<file path="src/rtl/rrss_ram.sv">
// Generic single write port, single registered read port RAM.
`default_nettype none
module rrss_ram #(
	parameter int WIDTH = 32,
	parameter int DEPTH = 64
) (
	input  wire logic                     clk,
	input  wire logic                     we,
	input  wire logic [$clog2(DEPTH)-1:0] waddr,
	input  wire logic [WIDTH-1:0]         wdata,
	input  wire logic [$clog2(DEPTH)-1:0] raddr,
	output logic [WIDTH-1:0]              rdata
);
	logic [WIDTH-1:0] mem_q [DEPTH];

	always_ff @(posedge clk) begin
		if (we) mem_q[waddr] <= wdata;
		rdata <= mem_q[raddr];
	end
endmodule
`default_nettype wire

</file>
<file path="config.mk">
export PLATFORM = sky130hd
export DESIGN_NAME = rrss_ram
export DESIGN_NICKNAME = d
export VERILOG_FILES = /design/src/rtl/rrss_ram.sv
export SDC_FILE = /design/constraint.sdc
export NUM_CORES = 2
export LEC_CHECK = 0
export BUFFER_PORTS_ARGS = -buffer_cell sky130_fd_sc_hd__buf_2
export CAP_MARGIN = 0
export CORE_AREA = 2 2 358 449
export DETAILED_ROUTE_END_ITERATION = 16
export DIE_AREA = 0 0 360 451
export PLACE_DENSITY = 0.69
export SYNTH_ARGS = -nofsm -noshare
export SYNTH_HDL_FRONTEND = slang
export SYNTH_SLANG_ARGS = --single-unit
</file>
<file path="constraint.sdc">
create_clock -name clk -period 8 [get_ports clk]
set_clock_uncertainty 0.05 [all_clocks]
set_input_delay 0.8 -clock clk [delete_from_list [all_inputs] [get_ports clk]]
set_output_delay 0.8 -clock clk [all_outputs]
set_load 0.02 [all_outputs]
</file>
## Yosys cells after proc, flatten, opt, wreduce, memory -nomap -nowiden

Memory sizes are Yosys's and may differ from the RTL's. A register that Yosys moved wholly into a read port is not among the register bits.
Index checks and enable logic that the tools add are counted.

| cells by class | value |
|---|---|
| bitwise gates (word level) | 0 |
| add/sub/neg operators | 0 |
| reductions and logical operators | 0 |
| divide/modulo/power cells | 0 |
| multiply operators | 0 |
| magnitude comparators | 0 |
| equality and inequality tests | 0 |
| shifts and indexed selects | 0 |
| multiplexer cells | 2 |

Operators with widths:

| cell | number |
|---|---|
| $mux W1 | 2 |

| word-level totals | value |
|---|---|
| logic and storage cells | 3 |
| flip-flop bits (word level) | 0 |
| input bits | 46 |
| output and inout port bits | 32 |
| memory bits (writable) | 2048 |
| latch bits | 0 |
| memories | 1 |
| bits in read-only memories | 0 |

Memories:

| memory | words | width | rd ports | clocked after Yosys merged registers in | wr ports | RTL line | text |
|---|---|---|---|---|---|---|---|
| mem_q | 64 | 32 | 1 | 1 | 1 | 14 | `logic [WIDTH-1:0] mem_q [DEPTH];` |

## Depth between registers and ports, before layout

| depth | value |
|---|---|
| depth after elaboration | 2 |
| mapped depth | 10 |
| depth with buffers taken out | 5 |

## Least setup slack after synthesis

No wires, ideal clock.

| timing path | value |
|---|---|
| kind | input -> register |
| start point | input waddr[3] |
| end point | memory mem_q[48][0] (enable) |
| stages on the path | 4 |
| required time | 7489 ps |
| setup slack | 3990 ps |
| path buffers | 1 |
| arrival time | 3499 ps |
| setup time | 461 ps |
| cells stage by stage | clkbuf_1 > nor2b_1 > nand4b_1 > nor3_1 |

RTL lines:

| element | RTL line | text |
|---|---|---|
| from (decl) | 9 | `input wire logic [$clog2(DEPTH)-1:0] waddr,` |
| to (decl) | 14 |  |

Straight into the memory's write port.

==> metrics.md <==
| Metric | Value |
|---|---|
| Slew HR | `around 16%` |
| Critical path buffer and inverter count | `2` |
| Average wire per cell in the routed design | `33.7 um` |
| Cells after Synth | `approximately 3.3k` |
| Status | `finished, final reports clean` |
| Tightest Pin Transition | `1.26 ns` |
| Crit share post-route | `45.2%` |
| Die Y | `451 um` |
| Syn_area_per_cell | `23.6 um^2` |
| Final Core Density | `~55%` |
| Initial Util | `49.5%` |
| Worst Path Max Fanout | `67` |
| Post-route DRC violation count | `0` |
| Worst vdd ir | `about 0.00025 V` |
| Post-CTS Setup Bufs | `0` |
| CP max-delay cell | `buf_4` |
| Max Fclk | `between 0.2 and 0.3 GHz` |
| GRT Total Usage | `between 20% and 30%` |
| Port bufs | `77` |
| Fin crit period | `around 3.6 ns` |
| Most common cell after layout, fill and taps aside | `edfxtp_1` |
| Netlist cell types | `34` |
| Vias in the first global route | `37.1k` |
| Warnings from Yosys | `0` |
| Post-Route WL | `between 150,000 and 200,000 um` |
| R2R Setup Slk | `5.57 ns` |
| Hold Path Depth | `4` |
| Area taken by multi-input logic gates | `around 16,000 um^2` |
| Grt ovf | `0` |
| DRT Pass-1 Iters | `5` |
| Sequential area share after synthesis | `about four fifths` |
| Pleak | `approximately 0.027 uW` |
| Critical Path Sink Type | `flop` |
| First-pass GRT wire length | `273,000 um` |
| Clk sink count | `around 2.1k` |
| Initial antenna violation count | `18` |
| Final hold violations | `0` |
| Max incr delay on CP | `a little over 0.8 ns` |
| Power Density | `250 nW/um^2` |
| Routed via count | `approximately 37k` |
| Largest cells by area after synthesis | `edfxtp_1, mux4_2, mux2i_1` |
| HP Class | `input pin to flop` |
| CTS Buffer Depth | `3` |
| Fin Hold WS | `0.599 ns` |
| Fillcell total | `11.3k` |
| Syn nets | `3,370` |
| Placed insts | `roughly 5.4k` |
| Worst path most repeated cell | `mux4_2` |
| Post-synth top area share | `between 70% and 80%` |
| Yosys top cell by area | `edfxtp_1` |
| CP arrival | `4.25 ns` |
| Final Wtd Congestion | `about 0.77` |
| Cell family with most CP delay | `buffers and inverters` |
| Vias per cell | `6.39` |
| Antenna Nets Post-Route | `0` |
| Setup violators final | `0` |
| # resized after CTS | `0` |
| Most frequent cells in the layout | `edfxtp_1, mux4_2, clkbuf_16` |
| Number of H-tree levels | `4` |
| Startpoint types | `input pin` |
| Worst hold endpoint | `rdata[18]` |
| Crit Reg-Reg Endpoint | `rdata[13]` |
| CTS Hold Bufs | `0` |
| R2R cell count | `4` |
| Pre-CTS setup slack | `about 3.4 ns` |
| Core Area | `159,000 um^2` |
| RSZ-0062 raised after global routing | `no` |
| Final WS setup | `4.38 ns` |
| Slew Limit Fails | `0` |
| WP data required | `roughly 8.6 ns` |
| Die ar. | `between 150,000 and 200,000 um^2` |
| Root Driver | `clkbuf_16` |
| Area delta synth->final | `12.0%` |
| Post-synthesis sequential element count | `2,080` |
| Largest net degree at the start of global routing | `between 100 and 150` |
| Register Area | `approximately 62,000 um^2` |
| DR iter-0 viols | `4,966` |
| Post-route insts no fill | `approximately 5.7k` |
| CTS tree | `yes` |
| Hold path start | `raddr[5]` |
| Die X | `about 360 um` |
| Nets | `between 3k and 4k` |
| Cells along the critical path | `buf_8, buf_4, mux4_2, mux4_2, o22ai_1, nor2_1` |
| FP Rows | `164` |
| Crit path kind | `input pin to flop` |
| Total negative slack | `0 ns` |
| Maxcap violations | `0` |
| Post-synthesis cell area | `between 70,000 and 80,000 um^2` |
| Clock-pin slew on the worst setup and hold paths | `~0.070 ns` |
| Clock latency at the later pin of the worst-skew pair | `~0.83 ns` |
| Num CTS Buffers | `185` |
| IO Pins | `78` |
| Hpwl dp | `99,700 um` |
| RR Startpoint | `mem_q[2][13]` |
| Share of cells above drive strength 1 | `roughly 29%` |
-- per-layer routing --
metal	track usage (%)	wire, um	vias up	part of all wire (%)
met4	7.32	5950	16	3.1
met1	32.5	73300	19800	38
met3	4.08	16700	318	8.7
li1	-	-	14600	-
met5	0	109	-	0.056
met2	40.2	97100	1870	50
-- flip-flops by register name, summed over array words and instances, names as in the netlist --
name	flops
mem_q	2048
rdata	32
-- power by group --
group	internal, uW	switching (uW)	total [uW]
clock network	4920	3860	8780
logic	387	664	1050
registers	12100	55.5	12100
-- logic make-up after synthesis --
kind of cell / count (synthesis) / share of synthesized area (%)
flops: 2080 / 79.1
compound gates: 202 / 1.67
mux: 637 / 16.8
buf+inv: 182 / 1.13
simple gates: 223 / 1.27
-- worst register-to-register path, delay by kind of cell, from the launching register on --
kind / cells / cell delay, ns
flip-flops: 1 / 0.36
AO/OA/AOI/OAI: 1 / 0.77
AND/OR/NAND/NOR: 1 / 0.12
multiplexers: 2 / 0.97
-- synth_stat cells --
master / number
a311oi_1: 8
and2_1: 2
nand4b_1: 1
dfxtp_1: 32
and3_1: 4
nand2b_1: 8
nor3_1: 7
or3_1: 3
nor2_1: 137
nand4_1: 2
nand3_1: 5
a22oi_1: 12
or2_2: 1
or2_1: 1
buf_4: 25
nand3b_1: 5
mux4_2: 544
or2_0: 1
buf_1: 21
mux2i_1: 93
buf_2: 57
edfxtp_1: 2048
or3b_1: 2
a31oi_1: 1
or3b_2: 3
o32ai_1: 4
nor2b_1: 15
a41o_1: 4
o22ai_1: 84
buf_6: 5
o221ai_1: 27
nand2_1: 26
clkbuf_1: 74
a21oi_1: 62
-- how the worst max path moves through the flow --
stage,from,endpoint,cells after the start
floorplan,waddr[3],mem_q[48][0],4
global placement,raddr[0],rdata[24],6
detailed placement,raddr[0],rdata[24],6
CTS,raddr[0],rdata[24],6
global route,raddr[0],rdata[24],6
finish,raddr[0],rdata[24],6
-- stage by stage --
| stage | total power (uW) | instance area (um^2) |
|---|---|---|
| detailed placement | 13400 | 82000 |
| CTS | 22100 | 87900 |
| finish | 22000 | 87900 |
| global route | 22500 | 87900 |
| global placement | 13400 | 82000 |
| floorplan | 12900 | 78500 |
-- layout make-up --
class | count | area share, %
clock buffers | 255 | 5.77
repair buffers | 172 | 1.40
multi-input cells | 1062 | 18.2
clock inverters | 87 | 1.02
flip-flops and latches | 2080 | 70.7
well taps | 2075 | 2.95
diodes | 5 | 0.0142
(Power assumes the default switching activity.)
