`config.mk`:
```
export PLATFORM = sky130hd
export DESIGN_NAME = rrss_mod
export DESIGN_NICKNAME = d
export VERILOG_FILES = /design/src/rtl/rrss_pkg.sv /design/src/rtl/rrss_mod.sv
export SDC_FILE = /design/constraint.sdc
export NUM_CORES = 1
export LEC_CHECK = 0
export BUFFER_PORTS_ARGS = -buffer_cell sky130_fd_sc_hd__buf_4
export CAP_MARGIN = 20
export CORE_MARGIN = 3
export CORE_UTILIZATION = 45
export DETAILED_ROUTE_END_ITERATION = 8
export PLACE_DENSITY = 0.7
export SYNTH_ARGS = -nofsm -noshare
export SYNTH_HDL_FRONTEND = slang
export SYNTH_SLANG_ARGS = --single-unit
```
`constraint.sdc`:
```
create_clock -name clk -period 3.9 [get_ports clk]
set_input_delay 0.585 -clock clk [delete_from_list [all_inputs] [get_ports clk]]
set_output_delay 0.585 -clock clk [all_outputs]
set_load 0.02 [all_outputs]
```
`src/rtl/rrss_pkg.sv`:
```
// Shared types and constants for the round robin slot shuffle.
`default_nettype none
package rrss_pkg;
	localparam int MAX_PRODUCERS_DEF = 64;
	localparam logic [63:0] SHUF_MUL = 64'd2685821657736338717;

	typedef enum logic [1:0] {
		ACT_CLEAR  = 2'd0,
		ACT_APPEND = 2'd1,
		ACT_UPDATE = 2'd2,
		ACT_QUERY  = 2'd3
	} action_t;

	typedef struct packed {
		logic [1:0]  action;
		logic [31:0] producer_id;
		logic [31:0] block_number;
		logic [31:0] block_time;
		logic [63:0] absolute_slot;
		logic [31:0] slot_offset;
	} in_item_t;

	typedef struct packed {
		logic        result_kind;
		logic [31:0] scheduled_id;
		logic [5:0]  position;
		logic        last;
		logic        empty_error;
	} out_item_t;

	// request to the shared modulo unit, and its answer
	typedef struct packed {
		logic        start;
		logic [63:0] dividend;
		logic [6:0]  divisor;
	} mod_req_t;

	typedef struct packed {
		logic       done;
		logic [6:0] rem;
	} mod_rsp_t;
endpackage
`default_nettype wire

```
`src/rtl/rrss_mod.sv`:
```
// Bit-serial restoring remainder of a 64-bit value by a 7-bit divisor.
`default_nettype none
module rrss_mod
	import rrss_pkg::*;
(
	input  wire logic     clk,
	input  wire logic     arst_n,
	input  wire mod_req_t req,
	output mod_rsp_t      rsp
);
	logic [63:0] dvd_q;
	logic [6:0]  dvs_q;
	logic [7:0]  rem_q;
	logic [6:0]  cnt_q;
	logic        busy_q;
	logic        done_q;
	logic [7:0]  trial;

	always_comb begin
		trial = {rem_q[6:0], dvd_q[63]};
	end

	always_ff @(posedge clk or negedge arst_n) begin
		if (!arst_n) begin
			busy_q <= 1'b0;
			done_q <= 1'b0;
			cnt_q  <= '0;
		end else begin
			done_q <= 1'b0;
			if (req.start) begin
				busy_q <= 1'b1;
				dvd_q  <= req.dividend;
				dvs_q  <= req.divisor;
				rem_q  <= '0;
				cnt_q  <= 7'd64;
			end else if (busy_q) begin
				dvd_q <= {dvd_q[62:0], 1'b0};
				if (trial >= {1'b0, dvs_q}) rem_q <= trial - {1'b0, dvs_q};
				else rem_q <= trial;
				cnt_q <= cnt_q - 7'd1;
				if (cnt_q == 7'd1) begin
					busy_q <= 1'b0;
					done_q <= 1'b1;
				end
			end
		end
	end

	assign rsp = '{done_q, rem_q[6:0]};
endmodule
`default_nettype wire

```
### Word-level counts from Yosys, hierarchy flattened

Index checks and enable logic that the tools add are counted.
W data, S select, Z words.

| storage, ports and cells | value |
|---|---|
| output and inout bits | 8 |
| flip-flop bits (word level) | 88 |
| input bits | 74 |

| operators by class | value |
|---|---|
| add/subtract/negate cells | 2 |
| reduce and logical (&&, ||, !) cells | 3 |
| multiplexer cells | 12 |
| order comparisons | 1 |
| equal/unequal tests | 1 |

Operators by type and width:

| cell | number |
|---|---|
| $mux W64 | 2 |
| $mux W8 | 2 |
| $mux W7 | 2 |
| $ge A8 B7 Y1 | 1 |
| $sub A8 B7 Y8 | 1 |
| $eq A7 B1 Y1 const B | 1 |
| $sub A7 B1 Y7 const B | 1 |
| $mux W1 | 6 |
| $reduce_and A2 Y1 | 2 |
| $reduce_bool A2 Y1 | 1 |

### Logic depth before layout (Yosys ltp)

| logic depth | value |
|---|---|
| depth in word-level cells | 4 |
| mapped depth | 9 |
| mapped depth without buffers | 9 |

### Worst setup path after synthesis

OpenSTA, ideal clock, no wires.

| timing path | value |
|---|---|
| kind | input -> register |
| start | input req[71] (netlist name) |
| end | register dvd_q[0], enable pin |
| library setup time | 0.493 ns |
| path buffers | 1 |
| slack | -0.203 ns |
| required time | 3.407 ns |
| arrival | 3.610 ns |
| stages | 3 |
| path through | buf_4 > nor2_1 > nor2b_1 |

| on the way | value |
|---|---|
| longest elaborated chain between the ends | 2 |

Ends and longest elaborated chain:

| element | line | source |
|---|---|---|
| from (decl) | rrss_mod.sv:8 | `input wire mod_req_t req,` |
| $reduce_bool A2 Y1 (no line) | -- |  |
| $reduce_and A2 Y1 (no line) | -- |  |
| to (signal assigned) | rrss_mod.sv:32 | `dvd_q <= req.dividend;` |
| to (signal assigned) | rrss_mod.sv:37 | `dvd_q <= {dvd_q[62:0], 1'b0};` |
| to (decl) | rrss_mod.sv:11 | `logic [63:0] dvd_q;` |

Every way passes these cells.
A chain may end at the register's enable or synchronous reset.

### Final worst setup path

| timing path | value |
|---|---|
| start | register dvd_q[63] |
| end | register rem_q[0], data pin |

| on the way | value |
|---|---|
| longest elaborated chain between the ends | 3 |
| elaborated cells on any way between the ends | 4 |

Ends and longest elaborated chain:

| element | line | source |
|---|---|---|
| $sub A8 B7 Y8 or $ge A8 B7 Y1 (tied branches) | rrss_mod.sv:38 | `if (trial >= {1'b0, dvs_q}) rem_q <= trial - {1'b0, dvs_q};` |
| $mux W8 (*) | rrss_mod.sv:38 |  |
| $mux W8 (*) | rrss_mod.sv:36 | `end else if (busy_q) begin` |
| to (signal assigned) | rrss_mod.sv:38 |  |
| to (signal assigned) | rrss_mod.sv:39 | `else rem_q <= trial;` |
| to (decl) | rrss_mod.sv:13 | `logic [7:0] rem_q;` |

Every way passes the cells marked *; elsewhere a longest branch is shown, timed or not.

==> summary.md <==
| Metric | Value |
|---|---|
| H-tree lvl count | 3 |
| Initial core utilization | 46.54% |
| PostCTS Resize Cnt | 0 |
| Asr flop ratio synth | 10.34% |
| Placeable Area | 8721 sq um |
| Global-route wire length before repair | 11610 um |
| Cell taking the most area after synthesis | edfxtp_1 |
| Fin. max-slew vios | 0 |
| Routed len/inst | 15.69 um |
| Vias in the first global route | 2418 |
| Max Freq | roughly 0.38 GHz |
| Post-cts hold buffer count | 0 |
| Worst Hold Class | input port to asynchronous set/reset pin |
| Critical-path cell list | inv_1, ha_1, inv_1, fa_1, nand3_1, a31oi_1, nor4_4, mux2_2, a211oi_1 |
| Ant diodes | 0 |
| Distinct cells, synth | 37 |
| P&R area growth vs syn | 21.79% |
| Nets | 432 |
| CTS Buf Count | 9 |
| Synth top area share | 57.71% |
| Share of cells above drive strength 1 | 47.31% |
| WL final | 7234 um |
| Slew headroom | a little under half |
| TritonCTS clock tree | yes |
| Count leader, synth | edfxtp_1 |
| Die height | 101.0 um |
| Root buf cell | clkbuf_8 |
| Period utilisation layout | approximately two thirds |
| CP endpoint kind | register |
| Post-CTS setup buffers | 0 |
| Max_cap viols | 0 |
| Syn Inst Count | 266 |
| Largest net degree at the start of global routing | 65 |
| Max clock buf depth | 2 |
| CP max-delay cell | nor4_4 |
| Area of the multi-input gates | 1383 sq um |
| Worst Path Max Fanout | 10 |
| CP most frequent cell | inv_1 |
| Sequential cell area | 2567 sq um |
| Final setup viols | 0 |
| Die Wd | 101.0 um |
| Fill cell total of the finished layout | roughly 700 |
| Pwr/cell area | 462.7 nW/um^2 |
| Initial antenna violation count | 0 |
| Leakage | 1.936 nW |
| Setup TNS | 0 ns |
| DR pass1 iterations | 4 |
| R2R depth | 9 |
| Worst path arrival time | 2.80 ns |
| Remaining DRCs | 0 |
| CP startpoint kind | register |
| Final hold vios | 0 |
| DR vias | roughly 2400 |
| Syn Std Cell Area | 4059 sq um |
| Total gr overflow | 0 |
| Critical path class | register to register |
| Vias per cell | 5.191 |
| Outcome | complete, no violations |
| I/O Pins | 82 |
| All-Layer GR Usage | 15.01% |
| Post-synth EDFFs | 78 |
| Reg clk slew, reported paths | about 0.080 ns |
| Final ANT Viol Nets | 0 |
| Sequential fraction of the synthesis area | 63.26% |
| Synthesized flop and latch total | 87 |
| Ys flop type | edfxtp_1 |
| Die Area | 10190 sq um |
| Number of port buffers | 81 |
| Clock period minus worst slack | between 2 and 3 ns |
| Required @ worst endpoint | 4.09 ns |
| Mapped Nets | 350 |
| Slew @ Worst Pin | 0.8095 ns |
| Placer Congestion | 0.8671 |
| Synth warn | 0 |
| Top cells by count, synth | edfxtp_1, mux2_2, nor2_1 |
| Worst vdd ir | 228.8 uV |
| # clock sinks | 87 |
| Clk_skew | 0.006416 ns |
| HPWL after DPL | 4874 um |
| Synth Area per Inst | roughly 15 sq um |
| RSZ-0062 raised after global routing | no |
| Final Hold Slack | between 0.08 and 0.09 ns |
| CP max stage delay | ~0.5 ns |
| Worst-skew pair later-pin latency | 0.35 ns |
| Starting DRT DRC Count | 64 |
| # rows | 34 |
| Synth area leaders | edfxtp_1, mux2_2, dfrtp_1, ha_1, nor2_1 |
[area by class of cell]
| cell class | instances | share of cell area, % |
|---|---|---|
| Timing Repair Buffer | 83 | 12.60 |
| Inverter | 12 | 0.9112 |
| Clock buffer | 11 | 2.658 |
| Multi-Input combinational cell | 155 | 27.97 |
| Tap cell | 108 | 2.733 |
| Clock inverter | 5 | 1.190 |
| Sequential cell | 87 | 51.94 |
[path summary, 6_finish.rpt]
path | from | to | slack [ns]
setup reg to reg | dvd_q[63] | rem_q[0] | 1.29
hold / removal | arst_n | done_q | 0.08
hold reg to reg | cnt_q[6] | cnt_q[6] | 0.54
min in group clk | req[6] | dvs_q[6] | 0.40
max in group asynchronous | arst_n | cnt_q[2] | 3.63
setup / recovery | dvd_q[63] | rem_q[0] | 1.29
[logic make-up (layout without fill, tap and decap cells)]
family | count (synthesis) | count (layout) | share of synthesized area (%)
AO/OA/AOI/OAI | 20 | 20 | 3.638
XOR/XNOR | 9 | 9 | 1.942
adder cells (fa/ha/maj) | 10 | 10 | 3.268
buffers and inverters | 24 | 111 | 2.867
flip-flops | 87 | 87 | 63.26
multiplexers | 69 | 69 | 18.99
AND/OR/NAND/NOR | 47 | 47 | 6.042
[per-layer routing]
metal | routed length (um) | up-vias | GRT usage [%]
li1 | - | 1164 | -
met1 | 3241 | 1156 | 19.99
met2 | 3326 | 65 | 21.82
met3 | 587 | 8 | 6.505
met4 | 78 | 0 | 5.624
met5 | 0 | - | 0
[stage by stage]
step	utilization, %	area, sq um	cells	setup WS (ns)	total power, mW
after floorplan	-	4061	266	1.023	1.539
after global placement	54.51	4753	445	1.408	1.671
after detailed placement	54.51	4753	445	1.352	1.685
after CTS	56.69	4943	461	1.280	2.311
after global routing	56.69	4943	461	1.014	2.411
final	56.69	4943	461	1.290	2.287
[where the power goes]
group / internal, mW / switching (mW)
Sequential: 1.14 / 0.0609
Combinational: 0.243 / 0.219
Clock: 0.297 / 0.326
[sequential cells by signal, summed over array words and instances (netlist names)]
register,flops
busy_q,1
cnt_q,7
done_q,1
dvd_q,64
dvs_q,7
rem_q,7
[cell usage in the layout (no fill, tap or decap), types with 2 or more instances in the layout]
cell type	count
clkinvlp_4	2
a21oi_2	2
nand3_1	3
dfrtp_1	9
xor2_1	5
mux2i_1	5
nand2b_1	3
a311oi_1	2
nor3_1	5
ha_1	9
mux2_2	64
nor2_1	18
edfxtp_1	78
inv_1	12
buf_4	83
a21oi_1	3
a31oi_1	2
clkbuf_8	9
a211oi_1	5
nand2_1	6
nor4_1	2
clkbuf_1	2
xnor2_1	4
and2_1	2
[worst max-delay path, delay by kind of cell, from the launching register on]
kind                       cells  cell delay [ns]
and+or+nand+nor                2             0.61
adders and majority gates      2             0.57
muxes                          1             0.40
DFF                            1             0.36
AOI/OAI and AO/OA              2             0.34
buffers and inverters          2             0.15
Note: power is estimated with default switching activity, not from simulation.
